==> config.mk <==
export PLATFORM = sky130hd
export DESIGN_NAME = maze_carver_set_merge_top
export DESIGN_NICKNAME = d
export VERILOG_FILES = /design/src/rtl/core/mcsm_pkg.sv /design/src/rtl/core/mcsm_grid_ram.sv /design/src/rtl/core/mcsm_ctrl.sv /design/src/rtl/core/maze_carver_set_merge_top.sv
export SDC_FILE = /design/constraint.sdc
export NUM_CORES = 2
export LEC_CHECK = 0
export BUFFER_PORTS_ARGS = -buffer_cell sky130_fd_sc_hd__buf_2
export CELL_PAD_IN_SITES_DETAIL_PLACEMENT = 0
export CELL_PAD_IN_SITES_GLOBAL_PLACEMENT = 2
export CORE_ASPECT_RATIO = 1.25
export CORE_MARGIN = 3
export CORE_UTILIZATION = 35
export CTS_CLUSTER_DIAMETER = 200
export DETAILED_ROUTE_END_ITERATION = 8
export HOLD_SLACK_MARGIN = 0.08
export PLACE_DENSITY = 0.59
export RECOVER_POWER = 100
export SLEW_MARGIN = 5
export SYNTH_ARGS = -nofsm -noshare
export SYNTH_HDL_FRONTEND = slang
export SYNTH_SLANG_ARGS = --single-unit
==> constraint.sdc <==
create_clock -name clock -period 24.5 [get_ports clock]
set_input_delay 6.125 -clock clock [delete_from_list [all_inputs] [get_ports clock]]
set_output_delay 6.125 -clock clock [all_outputs]
set_load 0.01 [all_outputs]
==> src/rtl/core/mcsm_pkg.sv <==
// Shared types and constants for the maze carver by set merging.
// Used by mcsm_ctrl and by the top level; no dependencies of its own.
package mcsm_pkg;

   // Stream word layout
   localparam int REQ_TDATA_W = 24;
   localparam int REQ_TUSER_W = 2;
   localparam int RSP_TDATA_W = 16;

   // Field widths
   localparam int COORD_W  = 3;
   localparam int GRID_W   = 5;
   localparam int REMAIN_W = 6;
   localparam int ENTRY_W  = 7;

   // Entry codes
   localparam int PATH_CODE   = 0;
   localparam int WALL_CODE   = 1;
   localparam int FIRST_LABEL = 2;

   typedef enum logic [1:0] {
      ACT_INIT  = 2'd0,
      ACT_CARVE = 2'd1,
      ACT_READ  = 2'd2
   } action_type;

   typedef enum logic [1:0] {
      DIR_ROW_PLUS  = 2'd0,
      DIR_COL_PLUS  = 2'd1,
      DIR_ROW_MINUS = 2'd2,
      DIR_COL_MINUS = 2'd3
   } dir_type;

   typedef enum logic [3:0] {
      ST_CLEAR,
      ST_IDLE,
      ST_INIT,
      ST_RD_OWN,
      ST_RD_OTHER,
      ST_CMP,
      ST_WALL,
      ST_SCAN,
      ST_ENT0,
      ST_ENT1,
      ST_RD_ENTRY,
      ST_RD_CAP,
      ST_RESP
   } state_type;

endpackage

==> src/rtl/core/mcsm_grid_ram.sv <==
// Grid label store: one write port, one read port with registered read data.
// Standalone; sized by its parameters.
module mcsm_grid_ram #(
   parameter int DEPTH = 289,
   parameter int AW    = 9,
   parameter int LW    = 7
) (
   input  logic          clock,
   input  logic          wr_en,
   input  logic [AW-1:0] wr_addr,
   input  logic [LW-1:0] wr_data,
   input  logic [AW-1:0] rd_addr,
   output logic [LW-1:0] rd_data
);

   logic [LW-1:0] mem_ff [DEPTH];
   logic [LW-1:0] rd_data_ff;

   // Write port
   always_ff @(posedge clock) begin
      if (wr_en) begin
         mem_ff[wr_addr] <= wr_data;
      end
   end

   // Registered read port
   always_ff @(posedge clock) begin
      rd_data_ff <= mem_ff[rd_addr];
   end

   assign rd_data = rd_data_ff;

endmodule

==> src/rtl/core/mcsm_ctrl.sv <==
// Sequencer for the maze carver: decodes words, sweeps the grid store, and
// drives the shared address unit and label comparator. Depends on mcsm_pkg.
module mcsm_ctrl #(
   parameter int CELLS_PER_SIDE = 8,
   parameter int AW             = 9,
   parameter int LW             = 7
) (
   input  logic                           clock,
   input  logic                           reset,
   // request word
   input  logic                           req_valid,
   output logic                           req_ready,
   input  logic [1:0]                     req_action,
   input  logic [mcsm_pkg::COORD_W-1:0]   req_cell_row,
   input  logic [mcsm_pkg::COORD_W-1:0]   req_cell_col,
   input  logic [1:0]                     req_direction,
   input  logic [mcsm_pkg::GRID_W-1:0]    req_grid_row,
   input  logic [mcsm_pkg::GRID_W-1:0]    req_grid_col,
   // response word
   output logic                           rsp_valid,
   input  logic                           rsp_ready,
   output logic                           rsp_carved,
   output logic [mcsm_pkg::REMAIN_W-1:0]  rsp_remaining,
   output logic                           rsp_done_res,
   output logic [mcsm_pkg::ENTRY_W-1:0]   rsp_entry_value,
   output logic                           rsp_is_wall,
   // grid store
   output logic                           ram_wr_en,
   output logic [AW-1:0]                  ram_wr_addr,
   output logic [LW-1:0]                  ram_wr_data,
   output logic [AW-1:0]                  ram_rd_addr,
   input  logic [LW-1:0]                  ram_rd_data
);
   import mcsm_pkg::*;

   localparam int GSIDE = 2 * CELLS_PER_SIDE + 1;
   localparam int NENT  = GSIDE * GSIDE;
   localparam int RW    = $clog2(GSIDE);
   localparam int MW    = $clog2(CELLS_PER_SIDE * CELLS_PER_SIDE);

   localparam logic [AW-1:0] GSIDE_A = AW'(GSIDE);
   localparam logic [AW-1:0] LAST_A  = AW'(NENT - 1);
   localparam logic [AW-1:0] NENT_A  = AW'(NENT);
   localparam logic [AW-1:0] ENT0_A  = AW'(CELLS_PER_SIDE + 1);
   localparam logic [AW-1:0] ENT1_A  = AW'((GSIDE - 1) * GSIDE + CELLS_PER_SIDE - 1);
   localparam logic [RW-1:0] LAST_RC = RW'(GSIDE - 1);
   localparam logic [MW-1:0] MERGE_INIT = MW'(CELLS_PER_SIDE * CELLS_PER_SIDE - 1);
   localparam logic [MW-1:0] MERGE_ONE  = MW'(1);
   localparam logic [LW-1:0] PATH_L  = LW'(PATH_CODE);
   localparam logic [LW-1:0] WALL_L  = LW'(WALL_CODE);
   localparam logic [LW-1:0] FIRST_L = LW'(FIRST_LABEL);

   state_type state_ff, state_in;

   logic [AW-1:0] idx_ff;
   logic [RW-1:0] row_ff, col_ff;
   logic [LW-1:0] label_ff;
   logic [MW-1:0] merges_ff;
   logic          entr_open_ff;
   logic [RW-1:0] own_r_ff, own_c_ff, oth_r_ff, oth_c_ff;
   logic [RW-1:0] wall_r_ff, wall_c_ff, rd_r_ff, rd_c_ff;
   logic [LW-1:0] own_lbl_ff, oth_lbl_ff;
   logic          carved_ff, wall_ff;
   logic [ENTRY_W-1:0] value_ff;
   logic          scan_pend_ff;
   logic [AW-1:0] scan_addr_ff;

   logic               rsp_valid_ff;
   logic               rsp_carved_ff, rsp_done_ff, rsp_wall_ff;
   logic [REMAIN_W-1:0] rsp_remain_ff;
   logic [ENTRY_W-1:0] rsp_value_ff;

   logic          accept;
   logic          carve_ok, dir_ok, rd_in_range;
   logic [3:0]    nbr_r, nbr_c;
   logic [RW-1:0] addr_r, addr_c;
   logic [AW-1:0] grid_addr;
   logic [LW-1:0] cmp_ref;
   logic          lbl_match;
   logic          odd_cell;
   logic          rsp_free;

   assign accept   = req_valid && req_ready;
   assign rsp_free = !rsp_valid_ff || rsp_ready;
   assign odd_cell = row_ff[0] && col_ff[0];

   // Decode the neighbour cell and check that the step stays in the grid
   always_comb begin
      nbr_r  = {1'b0, req_cell_row};
      nbr_c  = {1'b0, req_cell_col};
      dir_ok = 1'b0;
      unique case (dir_type'(req_direction))
         DIR_ROW_PLUS: begin
            nbr_r  = 4'(req_cell_row) + 4'd1;
            dir_ok = (int'(req_cell_row) + 1) < CELLS_PER_SIDE;
         end
         DIR_COL_PLUS: begin
            nbr_c  = 4'(req_cell_col) + 4'd1;
            dir_ok = (int'(req_cell_col) + 1) < CELLS_PER_SIDE;
         end
         DIR_ROW_MINUS: begin
            nbr_r  = 4'(req_cell_row) - 4'd1;
            dir_ok = req_cell_row != '0;
         end
         DIR_COL_MINUS: begin
            nbr_c  = 4'(req_cell_col) - 4'd1;
            dir_ok = req_cell_col != '0;
         end
      endcase
   end

   assign carve_ok = (merges_ff != '0) && (int'(req_cell_row) < CELLS_PER_SIDE)
                     && (int'(req_cell_col) < CELLS_PER_SIDE) && dir_ok;
   assign rd_in_range = (int'(req_grid_row) < GSIDE) && (int'(req_grid_col) < GSIDE);

   // Shared address unit: row * GSIDE + col for whichever entry this state needs
   always_comb begin
      unique case (state_ff)
         ST_RD_OWN: begin
            addr_r = own_r_ff;
            addr_c = own_c_ff;
         end
         ST_RD_OTHER: begin
            addr_r = oth_r_ff;
            addr_c = oth_c_ff;
         end
         ST_WALL: begin
            addr_r = wall_r_ff;
            addr_c = wall_c_ff;
         end
         default: begin
            addr_r = rd_r_ff;
            addr_c = rd_c_ff;
         end
      endcase
      grid_addr = AW'(AW'(addr_r) * GSIDE_A + AW'(addr_c));
   end

   // Shared label comparator: own against other, then other against every entry
   assign cmp_ref   = (state_ff == ST_SCAN) ? oth_lbl_ff : own_lbl_ff;
   assign lbl_match = ram_rd_data == cmp_ref;

   // Next state
   always_comb begin
      state_in = state_ff;
      unique case (state_ff)
         ST_CLEAR: if (idx_ff == LAST_A) state_in = ST_IDLE;
         ST_IDLE: begin
            if (accept) begin
               unique case (req_action)
                  ACT_INIT:  state_in = ST_INIT;
                  ACT_CARVE: state_in = carve_ok ? ST_RD_OWN : ST_RESP;
                  ACT_READ:  state_in = rd_in_range ? ST_RD_ENTRY : ST_RESP;
                  default:   state_in = ST_RESP;
               endcase
            end
         end
         ST_INIT:     if (idx_ff == LAST_A) state_in = ST_RESP;
         ST_RD_OWN:   state_in = ST_RD_OTHER;
         ST_RD_OTHER: state_in = ST_CMP;
         ST_CMP:      state_in = lbl_match ? ST_RESP : ST_WALL;
         ST_WALL:     state_in = ST_SCAN;
         ST_SCAN: begin
            if (idx_ff == NENT_A) begin
               state_in = (merges_ff == MERGE_ONE) ? ST_ENT0 : ST_RESP;
            end
         end
         ST_ENT0:     state_in = ST_ENT1;
         ST_ENT1:     state_in = ST_RESP;
         ST_RD_ENTRY: state_in = ST_RD_CAP;
         ST_RD_CAP:   state_in = ST_RESP;
         ST_RESP:     if (rsp_free) state_in = ST_IDLE;
         default:     state_in = ST_IDLE;
      endcase
   end

   // Outputs: handshake and grid store port
   always_comb begin
      req_ready   = 1'b0;
      ram_wr_en   = 1'b0;
      ram_wr_addr = idx_ff;
      ram_wr_data = PATH_L;
      ram_rd_addr = idx_ff;
      unique case (state_ff)
         ST_CLEAR: ram_wr_en = 1'b1;
         ST_IDLE:  req_ready = 1'b1;
         ST_INIT: begin
            ram_wr_en   = 1'b1;
            ram_wr_data = odd_cell ? label_ff : WALL_L;
         end
         ST_RD_OWN, ST_RD_OTHER, ST_RD_ENTRY: ram_rd_addr = grid_addr;
         ST_WALL: begin
            ram_wr_en   = 1'b1;
            ram_wr_addr = grid_addr;
         end
         ST_SCAN: begin
            ram_wr_en   = scan_pend_ff && lbl_match;
            ram_wr_addr = scan_addr_ff;
            ram_wr_data = own_lbl_ff;
         end
         ST_ENT0: begin
            ram_wr_en   = 1'b1;
            ram_wr_addr = ENT0_A;
         end
         ST_ENT1: begin
            ram_wr_en   = 1'b1;
            ram_wr_addr = ENT1_A;
         end
         default: ;
      endcase
   end

   // Control state
   always_ff @(posedge clock) begin
      if (reset) begin
         state_ff     <= ST_CLEAR;
         idx_ff       <= '0;
         merges_ff    <= '0;
         entr_open_ff <= 1'b1;
         scan_pend_ff <= 1'b0;
         rsp_valid_ff <= 1'b0;
      end else begin
         state_ff     <= state_in;
         scan_pend_ff <= (state_ff == ST_SCAN) && (idx_ff != NENT_A);

         // hold the response word until taken
         if (state_ff == ST_RESP && rsp_free) begin
            rsp_valid_ff <= 1'b1;
         end else if (rsp_ready) begin
            rsp_valid_ff <= 1'b0;
         end

         unique case (state_ff)
            ST_CLEAR: idx_ff <= (idx_ff == LAST_A) ? '0 : idx_ff + 1'b1;
            ST_IDLE:  idx_ff <= '0;
            ST_INIT: begin
               idx_ff <= idx_ff + 1'b1;
               if (idx_ff == LAST_A) begin
                  merges_ff    <= MERGE_INIT;
                  entr_open_ff <= 1'b0;
               end
            end
            ST_SCAN: begin
               if (idx_ff != NENT_A) begin
                  idx_ff <= idx_ff + 1'b1;
               end else begin
                  merges_ff <= merges_ff - 1'b1;
                  if (merges_ff == MERGE_ONE) entr_open_ff <= 1'b1;
               end
            end
            default: ;
         endcase
      end
   end

   // Payload registers
   always_ff @(posedge clock) begin
      scan_addr_ff <= idx_ff;
      unique case (state_ff)
         ST_IDLE: begin
            row_ff   <= '0;
            col_ff   <= '0;
            label_ff <= FIRST_L;
            if (accept) begin
               carved_ff <= 1'b0;
               value_ff  <= '0;
               wall_ff   <= 1'b0;
               own_r_ff  <= RW'({req_cell_row, 1'b1});
               own_c_ff  <= RW'({req_cell_col, 1'b1});
               oth_r_ff  <= RW'({nbr_r, 1'b1});
               oth_c_ff  <= RW'({nbr_c, 1'b1});
               wall_r_ff <= RW'(5'(req_cell_row) + 5'(nbr_r) + 5'd1);
               wall_c_ff <= RW'(5'(req_cell_col) + 5'(nbr_c) + 5'd1);
               rd_r_ff   <= RW'(req_grid_row);
               rd_c_ff   <= RW'(req_grid_col);
            end
         end
         ST_INIT: begin
            // advance row-major, labelling odd cells
            if (odd_cell) label_ff <= label_ff + 1'b1;
            if (col_ff == LAST_RC) begin
               col_ff <= '0;
               row_ff <= row_ff + 1'b1;
            end else begin
               col_ff <= col_ff + 1'b1;
            end
         end
         ST_RD_OTHER: own_lbl_ff <= ram_rd_data;
         ST_CMP:      oth_lbl_ff <= ram_rd_data;
         ST_SCAN:     if (idx_ff == NENT_A) carved_ff <= 1'b1;
         ST_RD_CAP: begin
            value_ff <= ENTRY_W'(ram_rd_data);
            wall_ff  <= ram_rd_data == WALL_L;
         end
         default: ;
      endcase

      // load the response word
      if (state_ff == ST_RESP && rsp_free) begin
         rsp_carved_ff <= carved_ff;
         rsp_remain_ff <= REMAIN_W'(merges_ff);
         rsp_done_ff   <= (merges_ff == '0) && entr_open_ff;
         rsp_value_ff  <= value_ff;
         rsp_wall_ff   <= wall_ff;
      end
   end

   assign rsp_valid       = rsp_valid_ff;
   assign rsp_carved      = rsp_carved_ff;
   assign rsp_remaining   = rsp_remain_ff;
   assign rsp_done_res    = rsp_done_ff;
   assign rsp_entry_value = rsp_value_ff;
   assign rsp_is_wall     = rsp_wall_ff;

endmodule

==> src/rtl/core/maze_carver_set_merge_top.sv <==
// Maze carver by set merging: top level, word packing and grid store.
// Depends on mcsm_pkg, mcsm_ctrl and mcsm_grid_ram.
//
// Usage: each request word carries an action in req_tuser (initialise grid,
// carve attempt, read one entry); every request gives exactly one response word.
// A carve joins the labelled sets of two neighbouring cells by opening the wall
// between them; once the last merge is made both entrances open.
// Initialisation and each carve that merges two sets sweep the whole grid store
// of (2N+1)^2 entries (N = CELLS_PER_SIDE, 289 entries by default); a rejected
// carve, a read outside the grid and the unused action code answer without one.
// One request is in flight at a time; req_tready is high only while idle.
// After reset the store is swept to zero with req_tready low.
// The response sits in an output register: a stalled receiver holds rsp_tvalid
// and rsp_tdata, and the next request is still accepted while it waits.
module maze_carver_set_merge_top #(
   parameter int CELLS_PER_SIDE = 8
) (
   input  logic                               clock,
   input  logic                               reset,
   input  logic                               req_tvalid,
   output logic                               req_tready,
   // cell_row[2:0], cell_col[5:3], direction[7:6], grid_row[12:8], grid_col[17:13]
   input  logic [mcsm_pkg::REQ_TDATA_W-1:0]   req_tdata,
   // action[1:0]
   input  logic [mcsm_pkg::REQ_TUSER_W-1:0]   req_tuser,
   output logic                               rsp_tvalid,
   input  logic                               rsp_tready,
   // carved[0], remaining[6:1], done_res[7], entry_value[14:8], is_wall[15]
   output logic [mcsm_pkg::RSP_TDATA_W-1:0]   rsp_tdata
);
   import mcsm_pkg::*;

   localparam int GSIDE = 2 * CELLS_PER_SIDE + 1;
   localparam int NENT  = GSIDE * GSIDE;
   localparam int AW    = $clog2(NENT + 1);
   localparam int LW    = $clog2(CELLS_PER_SIDE * CELLS_PER_SIDE + 2);

   logic                carved, done_res, is_wall;
   logic [REMAIN_W-1:0] remaining;
   logic [ENTRY_W-1:0]  entry_value;
   logic                ram_wr_en;
   logic [AW-1:0]       ram_wr_addr, ram_rd_addr;
   logic [LW-1:0]       ram_wr_data, ram_rd_data;

   mcsm_ctrl #(
      .CELLS_PER_SIDE (CELLS_PER_SIDE),
      .AW             (AW),
      .LW             (LW)
   ) u_ctrl (
      .clock           (clock),
      .reset           (reset),
      .req_valid       (req_tvalid),
      .req_ready       (req_tready),
      .req_action      (req_tuser[1:0]),
      .req_cell_row    (req_tdata[2:0]),
      .req_cell_col    (req_tdata[5:3]),
      .req_direction   (req_tdata[7:6]),
      .req_grid_row    (req_tdata[12:8]),
      .req_grid_col    (req_tdata[17:13]),
      .rsp_valid       (rsp_tvalid),
      .rsp_ready       (rsp_tready),
      .rsp_carved      (carved),
      .rsp_remaining   (remaining),
      .rsp_done_res    (done_res),
      .rsp_entry_value (entry_value),
      .rsp_is_wall     (is_wall),
      .ram_wr_en       (ram_wr_en),
      .ram_wr_addr     (ram_wr_addr),
      .ram_wr_data     (ram_wr_data),
      .ram_rd_addr     (ram_rd_addr),
      .ram_rd_data     (ram_rd_data)
   );

   mcsm_grid_ram #(
      .DEPTH (NENT),
      .AW    (AW),
      .LW    (LW)
   ) u_grid_ram (
      .clock   (clock),
      .wr_en   (ram_wr_en),
      .wr_addr (ram_wr_addr),
      .wr_data (ram_wr_data),
      .rd_addr (ram_rd_addr),
      .rd_data (ram_rd_data)
   );

   // Pack the response word, first field lowest
   assign rsp_tdata = {is_wall, entry_value, done_res, remaining, carved};

endmodule

==> results.toml <==
[power_and_ir_drop]
p_comb_share_pct = 12.1
intPower_uw = 6150
pwr-share-clk_pct = 39.7
power_density_nw_per_um2 = 85.0
p_switching_uw = 2190
leakagePower_uw = 0.0313
sequentialPowerShare_pct = 48.2
swShare_pct = 26.3
vdd_drop_max_v = 0.0000582

[setup_path]
crit_slowest_cell = "clkbuf_1"
path_delay_family = "buffers and inverters"
crit_chain = "clkbuf_1 -> nor2b_1 -> nand2_1 -> o22a_1 -> ha_1 -> nor4b_1 -> o21ai_2 -> buf_4 -> and3_1 -> buf_12 -> clkbuf_1 -> clkbuf_1 -> clkbuf_1 -> nand2_1 -> a21oi_1 -> nor4_1 -> a221oi_1 -> nor4_1 -> nor3_1 -> or4_1"
criticalPathCategory = "register to register"
crit_start = "u_ctrl.state_ff[2]"
cp_data_arrival_time_ns = 17.00
cpPeakStageDelay_ns = 2.45
start_kind = "register"
endpoint_kind = "register"
rr_startpoint = "u_ctrl.state_ff[2]"
cp.required_ns = 25.25
timing.critical_path.mode_cell = "clkbuf_1"
cp_max_fo = 112
critPathBufInv = 6

[drt]
remaining_drc_errors = 0
firstDrtPassIters = 5
drtIter0Drc = 5095
ant_nets = 0
routed_via_density = 5.54
routedWlPerCell_um = 31.5
drt_wl_total_um = 313000
num_vias = 55141

[min_path]
min_path_type = "register to register"
holdCritStartpoint = "u_ctrl.wall_ff"

[logic_synthesis]
synth_cell_types = 88
ys_ff_latch = 2147
synth.avg_cell_area_um2 = 13.5
synth_seq_area_share_pct = 73.3
yosys_warnings = 0
synth_edf_count = 2109
synthesis.area_um2 = 87400
async_reset_ff_share_pct = 0
syn_nets = 6526
synth_ff_type = "edfxtp_1"
synth_cells = 6457

[timing]
setup_viol = 0
grt_setup_unrepaired = "false"
timing.hold.ws_ns = 0.418
worst_pin_slew_ns = 8.25
period_share_pct = 66.4
fin_ws_ns = 8.24
min_period_ns = 16.26
timing.final.max_slew_violations = 2358
slew_headroom_pct = -450
setup_tns_ns = 0
timing.fmax_ghz = 0.0615
skew_ns = 0.0420
final_hold_viol_count = 0

[clock_tree]
clk_latency_ns = 0.89
postCtsSetupBuffers = 0
post_cts_resized = 0
holdBufCountCts = 0
clockBufferDepth = 4
clock_sinks = 2147
clockRootBuffer = "clkbuf_16"
path_clk_slew_ns = 0.06
htree_levels = 4
cts_made_buffers = 227
cts_tree = "yes"

[floorplan]
num_rows = 204
die_h_um = 565
die_area_um2 = 256000
io_pins = 48
start_util_pct = 35.3
core_area_um2 = 248000
dieWidth_um = 453

[cells_and_area]
ff_latch_area_um2 = 64100
nNetsFinal = 6540
utilization_pct = 39.6
fin_cells = 9946
layout-drive-gt1-share_pct = 7.81
area_growth_pct = 12.3
n_fill_cell = 23224
multi_input_area_um2 = 21400

[placement]
portBuffers = 41
dp.final_hpwl_um = 184000
pre_cts_ws_ns = 14.97
place.gp.congestion = 0.796
placed_cells = 9538

[global_routing]
grt_pass1_vias = 53569
grt_pass1_wl_um = 433000
antenna_found_initial = 11
grt_max_degree = 158
overflow = 0
grt_usage_pct = 24.0

[flow_run]
drv_cap = 33

[status]
run_status = "finished, violations left"
failed_checks = "max-capacitance violations, max-slew violations"
==> through the flow <==
| step | total power (µW) | cell area (µm²) |
|---|---|---|
| finish | 8340 | 98100 |
| global route | 8630 | 98100 |
| CTS | 8410 | 98400 |
| detailed placement | 5110 | 91500 |
| global placement | 5110 | 91500 |
| floorplan | 4730 | 87400 |
==> cell usage after synthesis, types with 28 or more instances <==
library cell | instances | area [µm²]
buf_1 | 28 | 105
a31oi_1 | 135 | 845
buf_4 | 46 | 345
mux2i_1 | 325 | 3250
inv_1 | 41 | 154
buf_2 | 168 | 841
clkbuf_1 | 157 | 589
a2111oi_0 | 51 | 447
dfxtp_1 | 38 | 761
a22oi_1 | 28 | 210
o21ai_0 | 38 | 190
nand3_1 | 407 | 2040
a21oi_1 | 334 | 1670
edfxtp_1 | 2109 | 63300
nor2_1 | 413 | 1550
o22ai_1 | 89 | 557
ha_1 | 35 | 438
nor4_1 | 56 | 350
a32oi_1 | 61 | 534
o221ai_1 | 41 | 359
nand2_1 | 1439 | 5400
nor3_1 | 45 | 225
==> power by group through the flow <==
stage / clock (µW) / combinational, µW / sequential, µW
after floorplan: 0 / 640 / 4090
after global placement: 0 / 1010 / 4100
after detailed placement: 0 / 1010 / 4100
after CTS: 3380 / 1010 / 4020
after global routing: 3520 / 1090 / 4020
final: 3310 / 1010 / 4020
==> final timing paths <==
kind	endpoint	slack, ns	cells after the start
setup / recovery	u_grid_ram.rd_data[3]	8.24	20
hold / removal	u_ctrl.rsp_is_wall	0.42	0
hold reg to reg	u_ctrl.rsp_is_wall	0.42	0
setup reg to reg	u_grid_ram.rd_data[3]	8.24	20
==> cell families (layout without fill, tap and decap cells) <==
logic type	after synthesis	in the layout	synth area share [%]
XOR/XNOR	37	37	0.371
other	0	2	0
adder cells (fa/ha/maj)	39	39	0.593
multiplexers	327	327	3.77
AO/OA/AOI/OAI	953	953	7.33
flip-flops	2147	2147	73.3
buffers and inverters	464	655	2.62
AND/OR/NAND/NOR	2490	2490	12.0
==> registers in the layout, summed over array words and instances (netlist names), 7 cells and up <==
| signal | count |
|---|---|
| u_ctrl.idx_ff | 9 |
| u_ctrl.rsp_entry_value | 7 |
| u_ctrl.scan_addr_ff | 9 |
| u_ctrl.own_lbl_ff | 7 |
| u_ctrl.oth_lbl_ff | 7 |
| u_grid_ram.rd_data | 7 |
| u_grid_ram.mem_ff | 2023 |
| u_ctrl.value_ff | 7 |
| u_ctrl.label_ff | 7 |
==> layout make-up <==
type	instances	area share, %
multi-input combinational	3846	21.8
sequential	2147	65.3
inverter	43	0.164
clock buffer	279	6.01
tap	3296	4.20
antenna	2	0.00510
timing repair buffer	206	1.44
clock inverter	127	1.07
==> per-layer routing <==
| layer | vias to the layer above | track usage [%] | share of wire (%) |
|---|---|---|---|
| met1 | 28834 | 32.6 | 43 |
| met2 | 1664 | 40.6 | 49 |
| met5 | - | 0 | 0 |
| met3 | 378 | 2.89 | 5.3 |
| li1 | 24265 | - | - |
| met4 | 0 | 6.75 | 2.9 |
==> cell usage in the layout (no fill, tap or decap), types with 38 or more instances in the layout <==
cell type and instances:
clkinv_1 56, o22ai_1 89, o221ai_1 41, mux2i_1 324, dfxtp_1 38, nor2_1 404, nand3_1 407, a32oi_1 60
buf_4 125, nor3_1 44, inv_1 43, a31oi_1 135, edfxtp_1 2109, nor4_1 53, nand2_1 1417, clkbuf_16 228
a21oi_1 334, clkbuf_1 114
==> worst reg2reg max path: cells and delay by family, from the launching register on <==
| family | cells | cell delay [ns] |
|---|---|---|
| AND/OR/NAND/NOR | 9 | 4.54 |
| adder cells (fa/ha/maj) | 1 | 0.34 |
| buffers and inverters | 6 | 9.08 |
| AO/OA/AOI/OAI | 4 | 1.72 |
| flip-flops | 1 | 0.43 |
No activity file was read; power rests on OpenSTA's default activity.
